File: src/hdl/spsu_pkg.sv
// Shared constants, register map and result type of the sensor period statistics unit.
package spsu_pkg;

  localparam int unsigned MaxSamplesDef = 1023;
  localparam int unsigned AdcBitsDef    = 12;

  localparam int unsigned TempW     = 16;
  localparam int unsigned CodeFldW  = 12;
  localparam int unsigned CountOutW = 10;
  localparam int unsigned QueueDepth = 2;

  localparam int unsigned PAddrW = 3;
  localparam logic [15:0] SlopeRst  = 16'd4096;
  localparam logic [15:0] OffsetRst = 16'd0;

  typedef enum logic {
    RegSlope  = 1'b0,
    RegOffset = 1'b1
  } reg_idx_e;

  typedef enum logic {
    ModeSample = 1'b0,
    ModeClose  = 1'b1
  } mode_e;

  typedef struct packed {
    logic signed [TempW-1:0] min_temp;
    logic signed [TempW-1:0] max_temp;
    logic signed [TempW-1:0] avg_temp;
    logic [CountOutW-1:0]    sample_count;
    logic                    empty_res;
    logic                    overflow;
  } res_t;

endpackage

File: src/hdl/spsu_front.sv
// Front part: scales converter codes and keeps the running period statistics.
module spsu_front import spsu_pkg::*; #(
  parameter int unsigned MAX_SAMPLES = MaxSamplesDef,
  parameter int unsigned ADC_BITS    = AdcBitsDef,
  localparam int unsigned CntW = $clog2(MAX_SAMPLES + 1),
  localparam int unsigned SumW = TempW + CntW,
  localparam int unsigned EntW = 2 * TempW + SumW + CntW + 1
) (
  input  logic                clk_i,
  input  logic                rst_ni,
  input  logic                push_i,
  output logic                full_o,
  input  logic                mode_i,
  input  logic [CodeFldW-1:0] sample_code_i,
  input  logic [15:0]         slope_i,
  input  logic [15:0]         offset_i,
  input  logic                q_full_i,
  output logic                q_push_o,
  output logic [EntW-1:0]     q_data_o
);

  localparam int unsigned CodeW = (ADC_BITS < CodeFldW) ? ADC_BITS : CodeFldW;
  localparam int unsigned ProdW = 16 + CodeW;
  localparam int unsigned ShW   = ProdW - 8;
  localparam int unsigned DW    = ShW + 2;

  logic             s1_valid_q, s1_valid_d;
  logic             s1_mode_q;
  logic [ShW-1:0]   s1_prod_q;
  logic [ProdW-1:0] prod;
  logic             s1_go, accept;

  logic signed [TempW-1:0] min_q, min_d, max_q, max_d, temp;
  logic signed [SumW-1:0]  sum_q, sum_d;
  logic [CntW-1:0]         cnt_q, cnt_d;
  logic                    drop_q, drop_d;
  logic signed [DW-1:0]    diff;
  logic                    pos_ovf, neg_ovf;

  assign prod   = ProdW'(slope_i) * ProdW'(sample_code_i[CodeW-1:0]);
  assign s1_go  = s1_valid_q && !(s1_mode_q == ModeClose && q_full_i);
  assign full_o = s1_valid_q && !s1_go;
  assign accept = push_i && !full_o;
  assign s1_valid_d = accept || (s1_valid_q && !s1_go);

  always_ff @(posedge clk_i or negedge rst_ni) begin
    if (!rst_ni) begin
      s1_valid_q <= 1'b0;
    end else begin
      s1_valid_q <= s1_valid_d;
    end
  end

  always_ff @(posedge clk_i) begin
    if (accept) begin
      s1_mode_q <= mode_i;
      s1_prod_q <= prod[ProdW-1:8];
    end
  end

  assign diff    = $signed({2'b00, s1_prod_q}) - $signed({{(DW-16){offset_i[15]}}, offset_i});
  assign pos_ovf = !diff[DW-1] && (|diff[DW-2:15]);
  assign neg_ovf = diff[DW-1] && !(&diff[DW-2:15]);

  always_comb begin
    if (pos_ovf) begin
      temp = 16'sh7fff;
    end else if (neg_ovf) begin
      temp = 16'sh8000;
    end else begin
      temp = diff[15:0];
    end
  end

  always_comb begin
    min_d    = min_q;
    max_d    = max_q;
    sum_d    = sum_q;
    cnt_d    = cnt_q;
    drop_d   = drop_q;
    q_push_o = 1'b0;
    if (s1_go) begin
      if (s1_mode_q == ModeClose) begin
        q_push_o = 1'b1;
        min_d    = '0;
        max_d    = '0;
        sum_d    = '0;
        cnt_d    = '0;
        drop_d   = 1'b0;
      end else if (cnt_q == CntW'(MAX_SAMPLES)) begin
        drop_d = 1'b1;
      end else begin
        if (cnt_q == '0 || temp < min_q) min_d = temp;
        if (cnt_q == '0 || temp > max_q) max_d = temp;
        sum_d = sum_q + $signed({{(SumW-TempW){temp[TempW-1]}}, temp});
        cnt_d = cnt_q + CntW'(1);
      end
    end
  end

  always_ff @(posedge clk_i or negedge rst_ni) begin
    if (!rst_ni) begin
      min_q  <= '0;
      max_q  <= '0;
      sum_q  <= '0;
      cnt_q  <= '0;
      drop_q <= 1'b0;
    end else begin
      min_q  <= min_d;
      max_q  <= max_d;
      sum_q  <= sum_d;
      cnt_q  <= cnt_d;
      drop_q <= drop_d;
    end
  end

  assign q_data_o = {drop_q, cnt_q, sum_q, max_q, min_q};

endmodule

File: src/hdl/spsu_fifo.sv
// Short register queue carrying closed-period snapshots to the back part.
module spsu_fifo import spsu_pkg::*; #(
  parameter int unsigned WIDTH = 8,
  parameter int unsigned DEPTH = QueueDepth
) (
  input  logic             clk_i,
  input  logic             rst_ni,
  input  logic             push_i,
  input  logic [WIDTH-1:0] wdata_i,
  output logic             full_o,
  input  logic             pop_i,
  output logic             empty_o,
  output logic [WIDTH-1:0] rdata_o
);

  localparam int unsigned PW = (DEPTH > 1) ? $clog2(DEPTH) : 1;
  localparam int unsigned LW = $clog2(DEPTH + 1);

  logic [WIDTH-1:0] mem_q [DEPTH];
  logic [PW-1:0]    wptr_q, rptr_q;
  logic [LW-1:0]    lvl_q;
  logic             do_push, do_pop;

  assign full_o  = lvl_q == LW'(DEPTH);
  assign empty_o = lvl_q == '0;
  assign do_push = push_i && !full_o;
  assign do_pop  = pop_i && !empty_o;
  assign rdata_o = mem_q[rptr_q];

  always_ff @(posedge clk_i or negedge rst_ni) begin
    if (!rst_ni) begin
      wptr_q <= '0;
      rptr_q <= '0;
      lvl_q  <= '0;
    end else begin
      if (do_push) begin
        wptr_q <= (wptr_q == PW'(DEPTH - 1)) ? '0 : wptr_q + PW'(1);
      end
      if (do_pop) begin
        rptr_q <= (rptr_q == PW'(DEPTH - 1)) ? '0 : rptr_q + PW'(1);
      end
      if (do_push && !do_pop) begin
        lvl_q <= lvl_q + LW'(1);
      end else if (do_pop && !do_push) begin
        lvl_q <= lvl_q - LW'(1);
      end
    end
  end

  always_ff @(posedge clk_i) begin
    if (do_push) begin
      mem_q[wptr_q] <= wdata_i;
    end
  end

endmodule

File: src/hdl/spsu_back.sv
// Back part: serial average divider and the result register.
module spsu_back import spsu_pkg::*; #(
  parameter int unsigned MAX_SAMPLES = MaxSamplesDef,
  localparam int unsigned CntW = $clog2(MAX_SAMPLES + 1),
  localparam int unsigned SumW = TempW + CntW,
  localparam int unsigned EntW = 2 * TempW + SumW + CntW + 1
) (
  input  logic            clk_i,
  input  logic            rst_ni,
  input  logic            q_empty_i,
  input  logic [EntW-1:0] q_data_i,
  output logic            q_pop_o,
  input  logic            pop_i,
  output logic            empty_o,
  output res_t            res_o
);

  localparam int unsigned StW = $clog2(SumW + 1);

  typedef enum logic [1:0] {
    StIdle,
    StDiv,
    StDone
  } state_e;

  state_e state_q;

  logic signed [TempW-1:0] e_min, e_max;
  logic signed [SumW-1:0]  e_sum;
  logic [CntW-1:0]         e_cnt;
  logic                    e_drop;

  logic signed [TempW-1:0] min_q, max_q;
  logic [CntW-1:0]         cnt_q, rem_q;
  logic                    drop_q, neg_q;
  logic [SumW-1:0]         dvd_q;
  logic [StW-1:0]          step_q;
  logic                    out_valid_q;
  res_t                    out_q;

  logic [CntW:0]   shifted, trial;
  logic            ge;
  logic [SumW-1:0] quot;
  logic            load_out;

  assign {e_drop, e_cnt, e_sum, e_max, e_min} = q_data_i;

  assign q_pop_o  = state_q == StIdle && !q_empty_i;
  assign load_out = state_q == StDone && (!out_valid_q || pop_i);

  assign shifted = {rem_q, dvd_q[SumW-1]};
  assign ge      = shifted >= {1'b0, cnt_q};
  assign trial   = shifted - {1'b0, cnt_q};
  assign quot    = neg_q ? (~dvd_q + SumW'(1)) : dvd_q;

  always_ff @(posedge clk_i or negedge rst_ni) begin
    if (!rst_ni) begin
      state_q     <= StIdle;
      out_valid_q <= 1'b0;
    end else begin
      if (pop_i && out_valid_q && !load_out) begin
        out_valid_q <= 1'b0;
      end
      unique case (state_q)
        StIdle: begin
          if (!q_empty_i) begin
            min_q   <= e_min;
            max_q   <= e_max;
            cnt_q   <= e_cnt;
            drop_q  <= e_drop;
            neg_q   <= e_sum[SumW-1];
            dvd_q   <= e_sum[SumW-1] ? (~e_sum + SumW'(1)) : e_sum;
            rem_q   <= '0;
            step_q  <= StW'(SumW);
            state_q <= StDiv;
          end
        end
        StDiv: begin
          rem_q  <= ge ? trial[CntW-1:0] : shifted[CntW-1:0];
          dvd_q  <= {dvd_q[SumW-2:0], ge};
          step_q <= step_q - StW'(1);
          if (step_q == StW'(1)) begin
            state_q <= StDone;
          end
        end
        StDone: begin
          if (load_out) begin
            out_valid_q <= 1'b1;
            state_q     <= StIdle;
            if (cnt_q == '0) begin
              out_q.min_temp     <= '0;
              out_q.max_temp     <= '0;
              out_q.avg_temp     <= '0;
              out_q.sample_count <= '0;
              out_q.empty_res    <= 1'b1;
            end else begin
              out_q.min_temp     <= min_q;
              out_q.max_temp     <= max_q;
              out_q.avg_temp     <= quot[TempW-1:0];
              out_q.sample_count <= CountOutW'(cnt_q);
              out_q.empty_res    <= 1'b0;
            end
            out_q.overflow <= drop_q;
          end
        end
        default: state_q <= StIdle;
      endcase
    end
  end

  assign empty_o = !out_valid_q;
  assign res_o   = out_q;

endmodule

File: src/hdl/sensor_period_stats_unit.sv
// Top level of the sensor period statistics unit: config registers, front, queue and back.
// Sample transfers: one per cycle, held while a close waits on a full snapshot queue;
//   each passes a multiply stage and an update stage. Close transfers go to the snapshot
//   queue, then through the bit-serial divider in the back part before the result is offered.
// Back-to-back closes wait in the queue; the divider takes the next snapshot only when idle.
// Reset clears all period state and the queue; slope returns to 4096 and offset to 0.
module sensor_period_stats_unit import spsu_pkg::*; #(
  parameter int unsigned MAX_SAMPLES = MaxSamplesDef,
  parameter int unsigned ADC_BITS    = AdcBitsDef
) (
  input  logic                        clk_i,
  input  logic                        rst_ni,
  input  logic                        push,
  output logic                        full,
  input  logic                        mode_i,
  input  logic [CodeFldW-1:0]         sample_code_i,
  output logic                        empty,
  input  logic                        pop,
  output logic signed [TempW-1:0]     min_temp_o,
  output logic signed [TempW-1:0]     max_temp_o,
  output logic signed [TempW-1:0]     avg_temp_o,
  output logic [CountOutW-1:0]        sample_count_o,
  output logic                        empty_res_o,
  output logic                        overflow_o,
  input  logic                        psel,
  input  logic                        penable,
  input  logic                        pwrite,
  input  logic [PAddrW-1:0]           paddr,
  input  logic [31:0]                 pwdata,
  output logic [31:0]                 prdata,
  output logic                        pready
);

  localparam int unsigned CntW = $clog2(MAX_SAMPLES + 1);
  localparam int unsigned SumW = TempW + CntW;
  localparam int unsigned EntW = 2 * TempW + SumW + CntW + 1;

  logic [15:0]     slope_q, offset_q;
  logic            cfg_wr;
  logic            q_push, q_full, q_pop, q_empty;
  logic [EntW-1:0] q_wdata, q_rdata;
  res_t            res;

  assign pready = 1'b1;
  assign cfg_wr = psel && penable && pwrite && pready;

  always_ff @(posedge clk_i or negedge rst_ni) begin
    if (!rst_ni) begin
      slope_q  <= SlopeRst;
      offset_q <= OffsetRst;
    end else if (cfg_wr) begin
      unique case (reg_idx_e'(paddr[2]))
        RegSlope:  slope_q  <= pwdata[15:0];
        RegOffset: offset_q <= pwdata[15:0];
        default:   ;
      endcase
    end
  end

  always_comb begin
    unique case (reg_idx_e'(paddr[2]))
      RegSlope:  prdata = {16'd0, slope_q};
      RegOffset: prdata = {{16{offset_q[15]}}, offset_q};
      default:   prdata = '0;
    endcase
  end

  spsu_front #(
    .MAX_SAMPLES(MAX_SAMPLES),
    .ADC_BITS   (ADC_BITS)
  ) u_front (
    .clk_i        (clk_i),
    .rst_ni       (rst_ni),
    .push_i       (push),
    .full_o       (full),
    .mode_i       (mode_i),
    .sample_code_i(sample_code_i),
    .slope_i      (slope_q),
    .offset_i     (offset_q),
    .q_full_i     (q_full),
    .q_push_o     (q_push),
    .q_data_o     (q_wdata)
  );

  spsu_fifo #(
    .WIDTH(EntW),
    .DEPTH(QueueDepth)
  ) u_fifo (
    .clk_i  (clk_i),
    .rst_ni (rst_ni),
    .push_i (q_push),
    .wdata_i(q_wdata),
    .full_o (q_full),
    .pop_i  (q_pop),
    .empty_o(q_empty),
    .rdata_o(q_rdata)
  );

  spsu_back #(
    .MAX_SAMPLES(MAX_SAMPLES)
  ) u_back (
    .clk_i    (clk_i),
    .rst_ni   (rst_ni),
    .q_empty_i(q_empty),
    .q_data_i (q_rdata),
    .q_pop_o  (q_pop),
    .pop_i    (pop),
    .empty_o  (empty),
    .res_o    (res)
  );

  assign min_temp_o     = res.min_temp;
  assign max_temp_o     = res.max_temp;
  assign avg_temp_o     = res.avg_temp;
  assign sample_count_o = res.sample_count;
  assign empty_res_o    = res.empty_res;
  assign overflow_o     = res.overflow;

  a_no_push_when_full: assert property (@(posedge clk_i) disable iff (!rst_ni)
    q_push |-> !q_full)
    else $error("snapshot pushed into a full queue");

  a_no_pop_when_empty: assert property (@(posedge clk_i) disable iff (!rst_ni)
    q_pop |-> !q_empty)
    else $error("snapshot popped from an empty queue");

  a_empty_period_zero: assert property (@(posedge clk_i) disable iff (!rst_ni)
    (!empty && empty_res_o) |-> (sample_count_o == '0 && min_temp_o == '0
                                 && max_temp_o == '0 && avg_temp_o == '0))
    else $error("empty period result carries nonzero statistics");

endmodule
File: config.mk
export PLATFORM = sky130hd
export DESIGN_NAME = sensor_period_stats_unit
export DESIGN_NICKNAME = d
export VERILOG_FILES = /design/src/hdl/spsu_pkg.sv /design/src/hdl/spsu_front.sv /design/src/hdl/spsu_fifo.sv /design/src/hdl/spsu_back.sv /design/src/hdl/sensor_period_stats_unit.sv
export SDC_FILE = /design/constraint.sdc
export NUM_CORES = 1
export LEC_CHECK = 0
export ABC_AREA = 1
export BUFFER_PORTS_ARGS = -buffer_cell sky130_fd_sc_hd__clkbuf_2
export CAP_MARGIN = 30
export CORE_UTILIZATION = 30
export CTS_CLUSTER_DIAMETER = 80
export DETAILED_ROUTE_END_ITERATION = 6
export SYNTH_ARGS = -nofsm -noshare
export SYNTH_HDL_FRONTEND = slang
export SYNTH_HIERARCHICAL = 1
export SYNTH_SLANG_ARGS = --single-unit
File: constraint.sdc
create_clock -name clk_i -period 10 [get_ports clk_i]
set_clock_uncertainty 0.1 [all_clocks]
set_input_delay 2 -clock clk_i [delete_from_list [all_inputs] [get_ports clk_i]]
set_output_delay 2 -clock clk_i [all_outputs]
set_load 0.01 [all_outputs]
==> results.md, run 1 <==
* Outcome: finished with violations
* Violated checks: design-rule violations
* Clock root buffer: clkbuf_16
* Iter 0 DRT Violations at roughly 1100
* Final nets at ~3500
* Post-synth EDFFs at 304
* Routed wire length per instance at 14.0 um
* Ant. Diodes at 0
* First-pass GRT wire length at 98200 um
* Clock Path Buffers at 3
* Reg-to-Reg Start: slope_q[6]
* P per Cell Area at 345 mW/mm2
* Synth cell types at 62
* CP max stage delay at 0.54 ns
* Largest net degree at the start of global routing at just over 60
* Pre-CTS WS at 1.97 ns
* Area grow syn2layout at 11.8%
* Post-DP Area at 0.0285 mm2
* Die width at 301 um
* Top_reg_cell synth: edfxtp_1
* Register area share after synthesis at 0.442
* CP Launch Type: primary input
* Starting Density at 0.303
* Final cycle utilization of the critical path at 0.738
* Num rows at 109
* Tmin final at 7.38 ns
* Port buffer count at between 100 and 150
* Syn. warnings at 6
* CTS tree: done
* Setup Viol. Count Final at 0
* Synthesized instance count at 3033
* CP required at 10.24 ns
* H-tree depth at 2
* Adder-cell share of the synthesized area at 0.179
* FILL cells at 9067
* Leak at 14.5 nW
* Critical-path cell list: clkbuf_2 -> nand2_1 -> fa_1 -> fa_1 -> inv_1 -> fa_1 -> inv_1 -> fa_1 -> inv_1 -> fa_1 -> ha_1 -> a21o_1 -> a221oi_1 -> o21ai_0 -> a21oi_1 -> o21bai_1 -> a31oi_1 -> o21ai_0 -> a21boi_0 -> o211ai_1 -> xnor2_1
* CTS sink cnt at 413
* Fraction of layout cells with a size suffix above 1 at 0.0850
* Worst Hold Depth at 0
* Die Height at 301 um
* Max_slew headroom at 0.313
* Worst-path maximum fanout at 16
* Antenna-violating nets left at 0
* Number of buffers created by CTS at 47
* Syn Std Cell Area at about 0.027 mm2
* Min-Delay Path Class: flop to flop
* Num ports at 150
* Global route overflow at 0
* Post CTS Setup Buffer Count at 0
* Area contributors post-synth: edfxtp_1, nand2_1, fa_1, dfrtp_1, ha_1
* Critical Path End Type: flop
* CP max-delay cell: fa_1
* # resized after CTS at 0
* Final-report hold violation count at 0
* RSZ-0062 raised after global routing: no
* Count of state elements after synthesis at 413
* Die area at just over 0.09 mm2
* RR Endpoint: u_front/s1_prod_q[19]
* DR vias/cell at 4.51
* Largest family of logic cells by synthesized area: simple AND/OR/NAND/NOR gates
* Residual DRC at 15
* Clock network latency to the later pin of the worst-skew pair at around 0.61 ns
* Cell taking the most area after synthesis: edfxtp_1
* Syn Nets at 3386
* Total Routing Usage GR at 0.134
* Hold Crit Start: u_back/cnt_q[7]
* Mux contribution to synthesized area at 0
* Worst setup margin at 2.62 ns
* Synth Area in Simple Gates at 0.210
* Setup TNS at 0 ns
* CTS Hold Bufs at 0
* Routability cong. at 0.854
* Type of the worst setup path: primary input to flop
* Sink of the worst hold path: u_back/res_o[9]
* Core area at 0.0885 mm2
* Max-cap viol count at 0
* Max Fclk at 135 MHz
* Worst-Margin Slew at 1.03 ns
* WL final at 60100 um
* Hpwl dp at around 44000 um
* Crit-path most repeated cell: fa_1
* Arr. time, crit path at 7.63 ns
* Post-synthesis average cell area at 8.85 um2
* Vias in the first global route at 19100
* Initial antenna violation count at 0
* Async S/R FF share, synth at 0.264
* Util after Layout at 0.339
* Synth top area share at 0.340
* Flop2flop setup slack at 3.66 ns
* Slew Limit Fails at 0
* Final instance area at 0.0300 mm2
* Worst vdd ir at 0.000178 V
* Via count at between 15000 and 20000
* Pre-antenna DRT Iters at 7
* Synth Area in Compound Gates at 0.0603
* Clk slew on worst S/H paths at 0.06 ns
* Synth Area in XOR/XNOR at 0.0173
* Worst r2r path cells at 20
[per-stage QoR]
step | total power, mW | hold WS [ns] | cells
floorplan | 7.37 | 0.300 | 3033
global route | 11.4 | 0.359 | 4307
finish | 10.4 | 0.350 | 4307
detailed placement | 8.71 | 0.339 | 4220
CTS | 10.5 | 0.352 | 4307
global placement | 8.62 | 0.353 | 4220
[critical path, delay by kind of cell]
kind	cells	cell delay (ns)
adders and majority gates	6	2.95
and+or+nand+nor	1	0.14
AOI/OAI and AO/OA	9	1.88
xor gates and xnor gates	1	0.15
buffers and inverters	4	0.50
[cells in the final DEF, fill, tap and decap left out, types with 4 or more instances in the layout]
master,n
nand2_1,976
inv_1,481
edfxtp_1,304
nor2_1,160
ha_1,156
fa_1,142
nand3_1,135
clkbuf_2,129
a21oi_1,116
dfrtp_1,107
o21ai_0,98
clkbuf_16,49
xor2_1,34
nand4_1,24
xnor2_1,19
nor3_1,17
buf_4,15
clkbuf_1,14
nand3b_1,14
a21o_1,11
nor2_2,9
nand2_2,9
o21bai_1,9
o31ai_1,9
a31oi_1,8
inv_2,7
clkinv_1,7
o21ai_2,6
clkinv_2,5
or2_2,5
clkbuf_8,4
nor4_1,4
[layer usage]
metal	vias up	wire, um	GRT usage
met2	377	27600	0.223
li1	9778	-	-
met3	72	2550	0.0189
met4	0	1170	0.0337
met5	-	0	0
met1	9214	28800	0.183
[Yosys cell counts, drive strengths merged, types with 3 or more instances]
master and instances:
ha 156, inv 489, clkbuf 68, edfxtp 304, nor3 22, nor4 4
fa 142, o31ai 9, o21bai 9, buf 54, xnor2 19, o211ai 3
nand2 988, nand4 25, a211oi 4, nand3b 14, a22o 3, or2 8
nor2 172, nand3 137, a31oi 8, a21oi 116, a21o 11, dfrtp 108
xor2 34, o21ai 107
[registers in the layout, summed over array words and instances, names as in the netlist, 16 cells and up]
name and flops:
u_front/min_q 16, u_back/res_o 60, u_front/s1_prod_q 20, u_fifo/mem_q 138, u_back/min_q 16, slope_q 16
u_back/dvd_q 26, u_back/max_q 16, u_front/max_q 16, u_front/sum_q 26, offset_q 16
[cells by family (layout without fill, tap and decap cells)]
| group | after synthesis | after routing |
|---|---|---|
| flops | 413 | 413 |
| compound gates | 285 | 285 |
| buf+inv | 612 | 721 |
| simple gates | 1371 | 1371 |
| fa+ha+maj | 298 | 298 |
| other cells | 1 | 1 |
| xor+xnor | 53 | 53 |
[layout make-up]
cell class	count	area [um2]	share of cell area
multi-input combinational	2008	12600	0.419
sequential	413	11900	0.395
inverter	490	1840	0.0614
tap	1165	1460	0.0486
clock buffer	67	1330	0.0444
timing repair buffer	144	758	0.0253
clock inverter	20	199	0.00663
[worst max-delay path by stage]
| stage | end | startpoint | slack, ns | cells after the start |
|---|---|---|---|---|
| final | u_front/s1_prod_q[19] | sample_code_i[11] | 2.62 | 21 |
| after global routing | u_front/s1_prod_q[19] | sample_code_i[11] | 2.25 | 21 |
| after CTS | u_front/s1_prod_q[19] | sample_code_i[11] | 2.63 | 21 |
| after floorplan | u_front/s1_prod_q[19] | sample_code_i[11] | 2.33 | 22 |
| after detailed placement | u_front/s1_prod_q[19] | sample_code_i[11] | 1.97 | 21 |
| after global placement | u_front/s1_prod_q[19] | sample_code_i[11] | 2.00 | 21 |
[report_power, final]
group	switching [mW]	total [mW]	internal, mW
sequential	0.344	2.95	2.60
clock	0.698	1.69	0.989
combinational	3.59	5.73	2.14
total	4.63	10.4	5.73
Note: power is estimated with default switching activity, not from simulation.
==> run 2, diff against run 1 <==
ABC_AREA = 0   (was 1)
clock period = 7.2 ns   (was 10 ns; I/O delays follow)
==> run 2 against run 1 <==
The flow now finishes without violations. Design area about the same. Critical path depth up 1. Global-route usage down 1.1 points. Synthesized area down 1.7%. Routed wire length down 8.3%. Sequential share of layout area about the same. Register-to-register slack worse by 2.9 ns. Worst setup slack worse by 1.9 ns. Cell count down 17%. Critical path type is now flop to flop. Largest cell class unchanged.
==> results.md, run 2 <==
* Outcome: finished, final reports clean
* RSZ-0062 raised after global routing: no
* Die width at 299 um (-0.86%)
* Critical Path End Type: flop
* Fraction of layout cells with a size suffix above 1 at 0.184 (+0.0988)
* Post CTS Setup Buffer Count at 0 (unchanged)
* Area grow syn2layout at 13.8%
* Largest net degree at the start of global routing at 62 (unchanged)
* Top_reg_cell synth: edfxtp_1
* Global route overflow at 0 (unchanged)
* First-pass GRT wire length at 89100 um (-9.3%)
* Initial antenna violation count at 0 (unchanged)
* Clock root buffer: clkbuf_16
* CP required at 7.56 ns (-2.68 ns)
* H-tree depth at 2 (unchanged)
* Via count at 16400 (-16%)
* CTS tree: done
* Residual DRC at 0 (-15)
* Routability cong. at 0.837 (-2.0%)
* Setup TNS at 0 ns (unchanged)
* Post-synthesis average cell area at 11.8 um2 (+33%)
* Cell taking the most area after synthesis: edfxtp_1
* Commonest non-fill, non-tap cells in the layout: edfxtp_1, inv_1, nand2_1
* Core area at 0.0869 mm2 (-1.8%)
* Number of buffers created by CTS at 51 (+8.5%)
* Max Fclk at 155 MHz
* Num ports at 150 (unchanged)
* Synth top area share at 0.346 (+0.00598)
* Max_slew headroom at 0.336 (+0.0228)
* CP Launch Type: flop
* Worst r2r path cells at 22 (+10%)
* Port buffer count at 130 (unchanged)
* Die Height at 299 um (-0.86%)
* Hpwl dp at 41100 um (-6.8%)
* Most common library cell in the layout ignoring fill and taps: edfxtp_1
* Clk slew on worst S/H paths at 0.06 ns (about the same)
* Final-report hold violation count at 0 (unchanged)
* Slew Limit Fails at 0 (unchanged)
* # resized after CTS at 0 (unchanged)
* Min-Delay Path Class: flop to flop
* Synth cell types at 86 (+39%)
* Type of the worst setup path: flop to flop
* Syn. warnings at 6 (unchanged)
* Area contributors post-synth: edfxtp_1, fa_1, dfrtp_1, ha_1, mux2_4
* Max reg flops at 138 (unchanged)
* CTS sink cnt at 413 (unchanged)
* Pre-antenna DRT Iters at 5 (-2)
* Routed wire length per instance at 15.5 um (+11%)
* Final nets at 2715 (-21%)
* Clock Path Buffers at 3 (unchanged)
* Ant. Diodes at 0 (unchanged)
* Worst-Margin Slew at 0.991 ns (-0.0358 ns)
* WL final at 55100 um (-8.3%)
* Register area share after synthesis at 0.449 (+0.00777)
* Most flops, register: u_fifo/mem_q
* Syn Std Cell Area at 0.0264 mm2 (-1.7%)
* Iter 0 DRT Violations at 840 (-25%)
* Commonest cells post-synth: edfxtp_1, inv_1, nand2_1, ha_1, fa_1
* Post-synth EDFFs at 304 (unchanged)
* Antenna-violating nets left at 0 (unchanged)
* Worst-path maximum fanout at 30 (+14)
* Max-cap viol count at 0 (unchanged)
* FILL cells at 8611 (-5.0%)
* CTS Hold Bufs at 0 (unchanged)
* Syn Nets at 2597 (-23%)
* Final cycle utilization of the critical path at 0.894
* Setup Viol. Count Final at 0 (unchanged)
* Most common cell in the netlist: edfxtp_1
* Arr. time, crit path at 6.80 ns (-0.83 ns)
* Worst Hold Depth at 0 (unchanged)
* Count of state elements after synthesis at 413 (unchanged)
* Async S/R FF share, synth at 0.264 (unchanged)
* Total Routing Usage GR at 0.123 (-0.0105)
* Vias in the first global route at 16600 (-13%)
* Num rows at 108 (-0.92%)
* Clock network latency to the later pin of the worst-skew pair at 0.60 ns (about the same)
* DR vias/cell at 4.60 (+1.9%)
* Tmin final at ~6.4 ns
* Starting Density at 0.304 (+0.000322)
* Die area at 0.0891 mm2 (-1.7%)
* Synthesized instance count at 2244 (-26%)
[run 2: cell count changes after synthesis, moves of 22 or more]
cell / change
a21oi_1: -36
and2_1: +97
inv_1: -254
mux2_2: +63
mux2_4: +79
nand2_1: -750
nand2b_1: +22
nand3_1: -108
nor2_1: -77
xnor2_1: +25
xor2_1: +33
[run 2: per-stage QoR]
stage,hold WS [ns],utilization,setup WS [ns],cells,instance area (um2)
2_1_floorplan,0.300,-,0.581,2244,26400
3_3_place_gp,0.311,0.325,0.172,3463,28200
3_5_place_dp,0.321,0.325,0.157,3464,28200
4_1_cts,0.336,0.346,0.793,3560,30000
5_1_grt,0.351,0.346,0.371,3560,30000
6_report,0.328,0.346,0.764,3560,30000
[run 2: cells by family (layout without fill, tap and decap cells)]
logic type      count (synthesis)  count (layout)  share of synthesized area
simple gates                  566             566                      0.106
flops                         413             413                      0.449
compound gates                362             362                     0.0922
buf+inv                       340             501                     0.0571
fa+ha+maj                     298             298                      0.182
mux                           153             153                     0.0763
xor+xnor                      111             111                     0.0369
other cells                     1               1                   0.000142
[run 2: path summary, 6_finish.rpt]
check	start	endpoint	slack [ns]
worst max-delay path	offset_q[0]	u_front/sum_q[25]	0.76
worst min-delay path	u_back/drop_q	u_back/res_o[0]	0.33
worst max register to register	offset_q[0]	u_front/sum_q[25]	0.76
worst min register to register	u_back/drop_q	u_back/res_o[0]	0.33
max in group asynchronous	rst_ni	slope_q[1]	4.82
min in group asynchronous	rst_ni	u_back/state_q[1]	0.79
[run 2: cell type report]
cell class	instances	area, um2	area share
Timing Repair Buffer	176	1030	0.0343
Clock inverter	31	350	0.0117
Clock buffer	65	1440	0.0480
Tap cell	1155	1450	0.0481
Multi-Input combinational cell	1491	13000	0.434
Sequential cell	413	11900	0.395
Inverter	229	860	0.0286
[run 2: per-layer routing]
metal  global-route usage  wire [um]
met1                0.171      26700
met2                0.202      25700
met3               0.0194       2010
met4               0.0287        760
met5                    0          0
[run 2: critical path, cell delays in order, from the launching register on]
cell	delay [ns]
dfrtp_1	0.41
ha_1	0.24
fa_1	0.41
nand2b_1	0.18
a21o_1	0.20
a21o_2	0.25
a2111oi_4	0.38
nor4_1	0.11
or4_4	0.50
o41ai_4	0.29
buf_12	0.21
o21ai_0	0.10
buf_4	0.16
ha_1	0.33
o21a_1	0.15
o21ai_0	0.13
a22oi_1	0.17
a21bo_2	0.28
o311ai_0	0.66
a41oi_1	0.28
a21bo_2	0.31
a221oi_1	0.30
o211ai_1	0.13
Power of run 2 is left out: the tool's default activity adds up to more than one toggle a clock period on the data nets, which glitch-free logic cannot reach.
==> run 3, diff against run 2 <==
ABC_AREA = 1   (was 0)
==> run 3 against run 2 <==
Design area grew 0.65%. Non-clock buffer count shrank 15. Routed wire length grew 9.0%. Clock-buffer cell count shrank 9. Cell count grew 22%. The run now ends with design-rule violations left. Global-route usage grew 1.1 points.
==> results.md, run 3 (synthesis gave the netlist of run 1 again) <==
* Min-Delay Path Class: flop to flop
* Worst vdd ir at ~0.00027 V
* Die area at 0.0907 mm2 (+1.7%)
* Final-report hold violation count at 0 (unchanged)
* Sequential cell area at 0.0119 mm2 (about the same)
* Arr. time, crit path at 6.80 ns (about the same)
* Max reg flops at 138 (unchanged)
* RSZ-0062 raised after global routing: no
* Clock Path Buffers at 3 (unchanged)
* Tmin final at 6.56 ns (+0.129 ns)
* Vias in the first global route at 18900 (+14%)
* Most common library cell in the layout ignoring fill and taps: nand2_1
* WL final at 60100 um (+9.0%)
* CTS Hold Bufs at 0 (unchanged)
* Die width at 301 um (+0.87%)
* Footprint of the multi-input gates at 0.0126 mm2 (-3.7%)
* Final instance area at 0.0302 mm2 (+0.65%)
* Setup Viol. Count Final at 0 (unchanged)
* Commonest non-fill, non-tap cells in the layout: nand2_1, inv_1, edfxtp_1
* Worst-path maximum fanout at 10 (-67%)
* Die Height at 301 um (+0.87%)
* Antenna-violating nets left at 0 (unchanged)
* Area grow syn2layout at 12.6%
* Total Routing Usage GR at 0.134 (+0.0107)
* Worst-Margin Slew at 0.897 ns (-0.0937 ns)
* Clk slew on worst S/H paths at 0.06 ns (about the same)
* Initial antenna violation count at 1 (+1)
* Final nets at 3474 (+28%)
* Starting Density at 0.303 (-0.000322)
* Port buffer count at 130 (unchanged)
* Type of the worst setup path: primary input to flop
* Slew Limit Fails at 0 (unchanged)
* Critical Path End Type: flop
* Num rows at 109 (+0.93%)
* Fraction of layout cells with a size suffix above 1 at 0.0940 (-0.0898)
* Clock network latency to the later pin of the worst-skew pair at 0.60 ns (about the same)
* Post CTS Setup Buffer Count at 0 (unchanged)
* Post-DP Area at 0.0286 mm2 (+1.3%)
* CP required at 7.43 ns (-0.13 ns)
* CTS sink cnt at 413 (unchanged)
* CTS tree: done
* Hpwl dp at 44900 um (+9.0%)
* Residual DRC at 15 (+15)
* Global route overflow at 0 (unchanged)
* Core area at 0.0885 mm2 (+1.9%)
* Largest net degree at the start of global routing at 65 (+4.8%)
* P per Cell Area at 482 mW/mm2
* First-pass GRT wire length at 98300 um (+10%)
* Violated checks: design-rule violations
* Max-cap viol count at 0 (unchanged)
* DR vias/cell at 4.50 (-2.1%)
* Number of buffers created by CTS at 47 (-7.8%)
* Leak at 14.6 nW
* Setup TNS at 0 ns (unchanged)
* Num ports at 150 (unchanged)
* Max_slew headroom at 0.400 (+0.0641)
* Most flops, register: u_fifo/mem_q
* Routability cong. at 0.859 (+2.7%)
* # resized after CTS at 0 (unchanged)
* Pre-antenna DRT Iters at 7 (+2)
* Final cycle utilization of the critical path at 0.912 (+0.0180)
* Max Fclk at 152 MHz (-2.0%)
* FILL cells at 9013 (+4.7%)
* Iter 0 DRT Violations at 1073 (+28%)
* Routed wire length per instance at 13.9 um (-10%)
* CP Launch Type: primary input
* Outcome: finished with violations
* H-tree depth at 2 (unchanged)
* Clock root buffer: clkbuf_16
* Via count at 19500 (+19%)
## run 3: worst max-delay path, cell delays in order
cell	delay, ns
clkbuf_2	0.21
buf_4	0.19
nand2_1	0.08
fa_1	0.53
fa_1	0.52
inv_1	0.05
fa_1	0.46
fa_1	0.53
fa_1	0.53
ha_1	0.35
nand2_1	0.07
inv_1	0.05
a221oi_1	0.24
o21ai_0	0.12
a21oi_1	0.23
o21bai_1	0.14
a31oi_1	0.24
o21ai_0	0.20
a21boi_0	0.32
o211ai_1	0.14
xnor2_1	0.14
## run 3: cell type report
type / count / share of cell area
Antenna cell: 1 / 0.0000828
Timing Repair Buffer: 161 / 0.0296
Clock inverter: 32 / 0.0115
Sequential cell: 413 / 0.392
Clock buffer: 56 / 0.0417
Inverter: 490 / 0.0609
Tap cell: 1165 / 0.0482
Multi-Input combinational cell: 2008 / 0.416
## run 3: path summary, 6_finish.rpt
path / from / cells after the start / slack (ns) / endpoint
min in group asynchronous: rst_ni / 1 / 0.80 / u_back/out_valid_q
min: u_back/cnt_q[9] / 0 / 0.36 / u_back/res_o[11]
max in group asynchronous: rst_ni / 2 / 4.84 / slope_q[8]
min reg2reg: u_back/cnt_q[9] / 0 / 0.36 / u_back/res_o[11]
max: sample_code_i[4] / 21 / 0.64 / u_front/s1_prod_q[19]
max reg2reg: slope_q[6] / 20 / 0.98 / u_front/s1_prod_q[19]
## run 3: stage by stage
stage	hold WS [ns]	total power [mW]	setup WS, ns	util	instances
after floorplan	0.300	10.2	0.0877	-	3033
after global placement	0.352	12.0	0.159	0.323	4236
after detailed placement	0.354	12.2	0.0322	0.323	4237
after CTS	0.355	14.7	0.676	0.341	4325
after global routing	0.362	16.1	0.191	0.341	4326
final	0.357	14.6	0.635	0.341	4326
## run 3: power breakdown
part,total (mW),switching (mW),internal (mW)
Combinational,8.03,5.00,3.03
Sequential,4.07,0.449,3.62
Clock,2.46,1.01,1.45
## run 3: per-layer routing
metal / vias to the layer above / wire (um) / GRT usage
li1: 9809 / - / -
met2: 446 / 27600 / 0.222
met4: 0 / 1240 / 0.0355
met1: 9161 / 28000 / 0.180
met3: 68 / 3290 / 0.0246
met5: - / 0 / 0
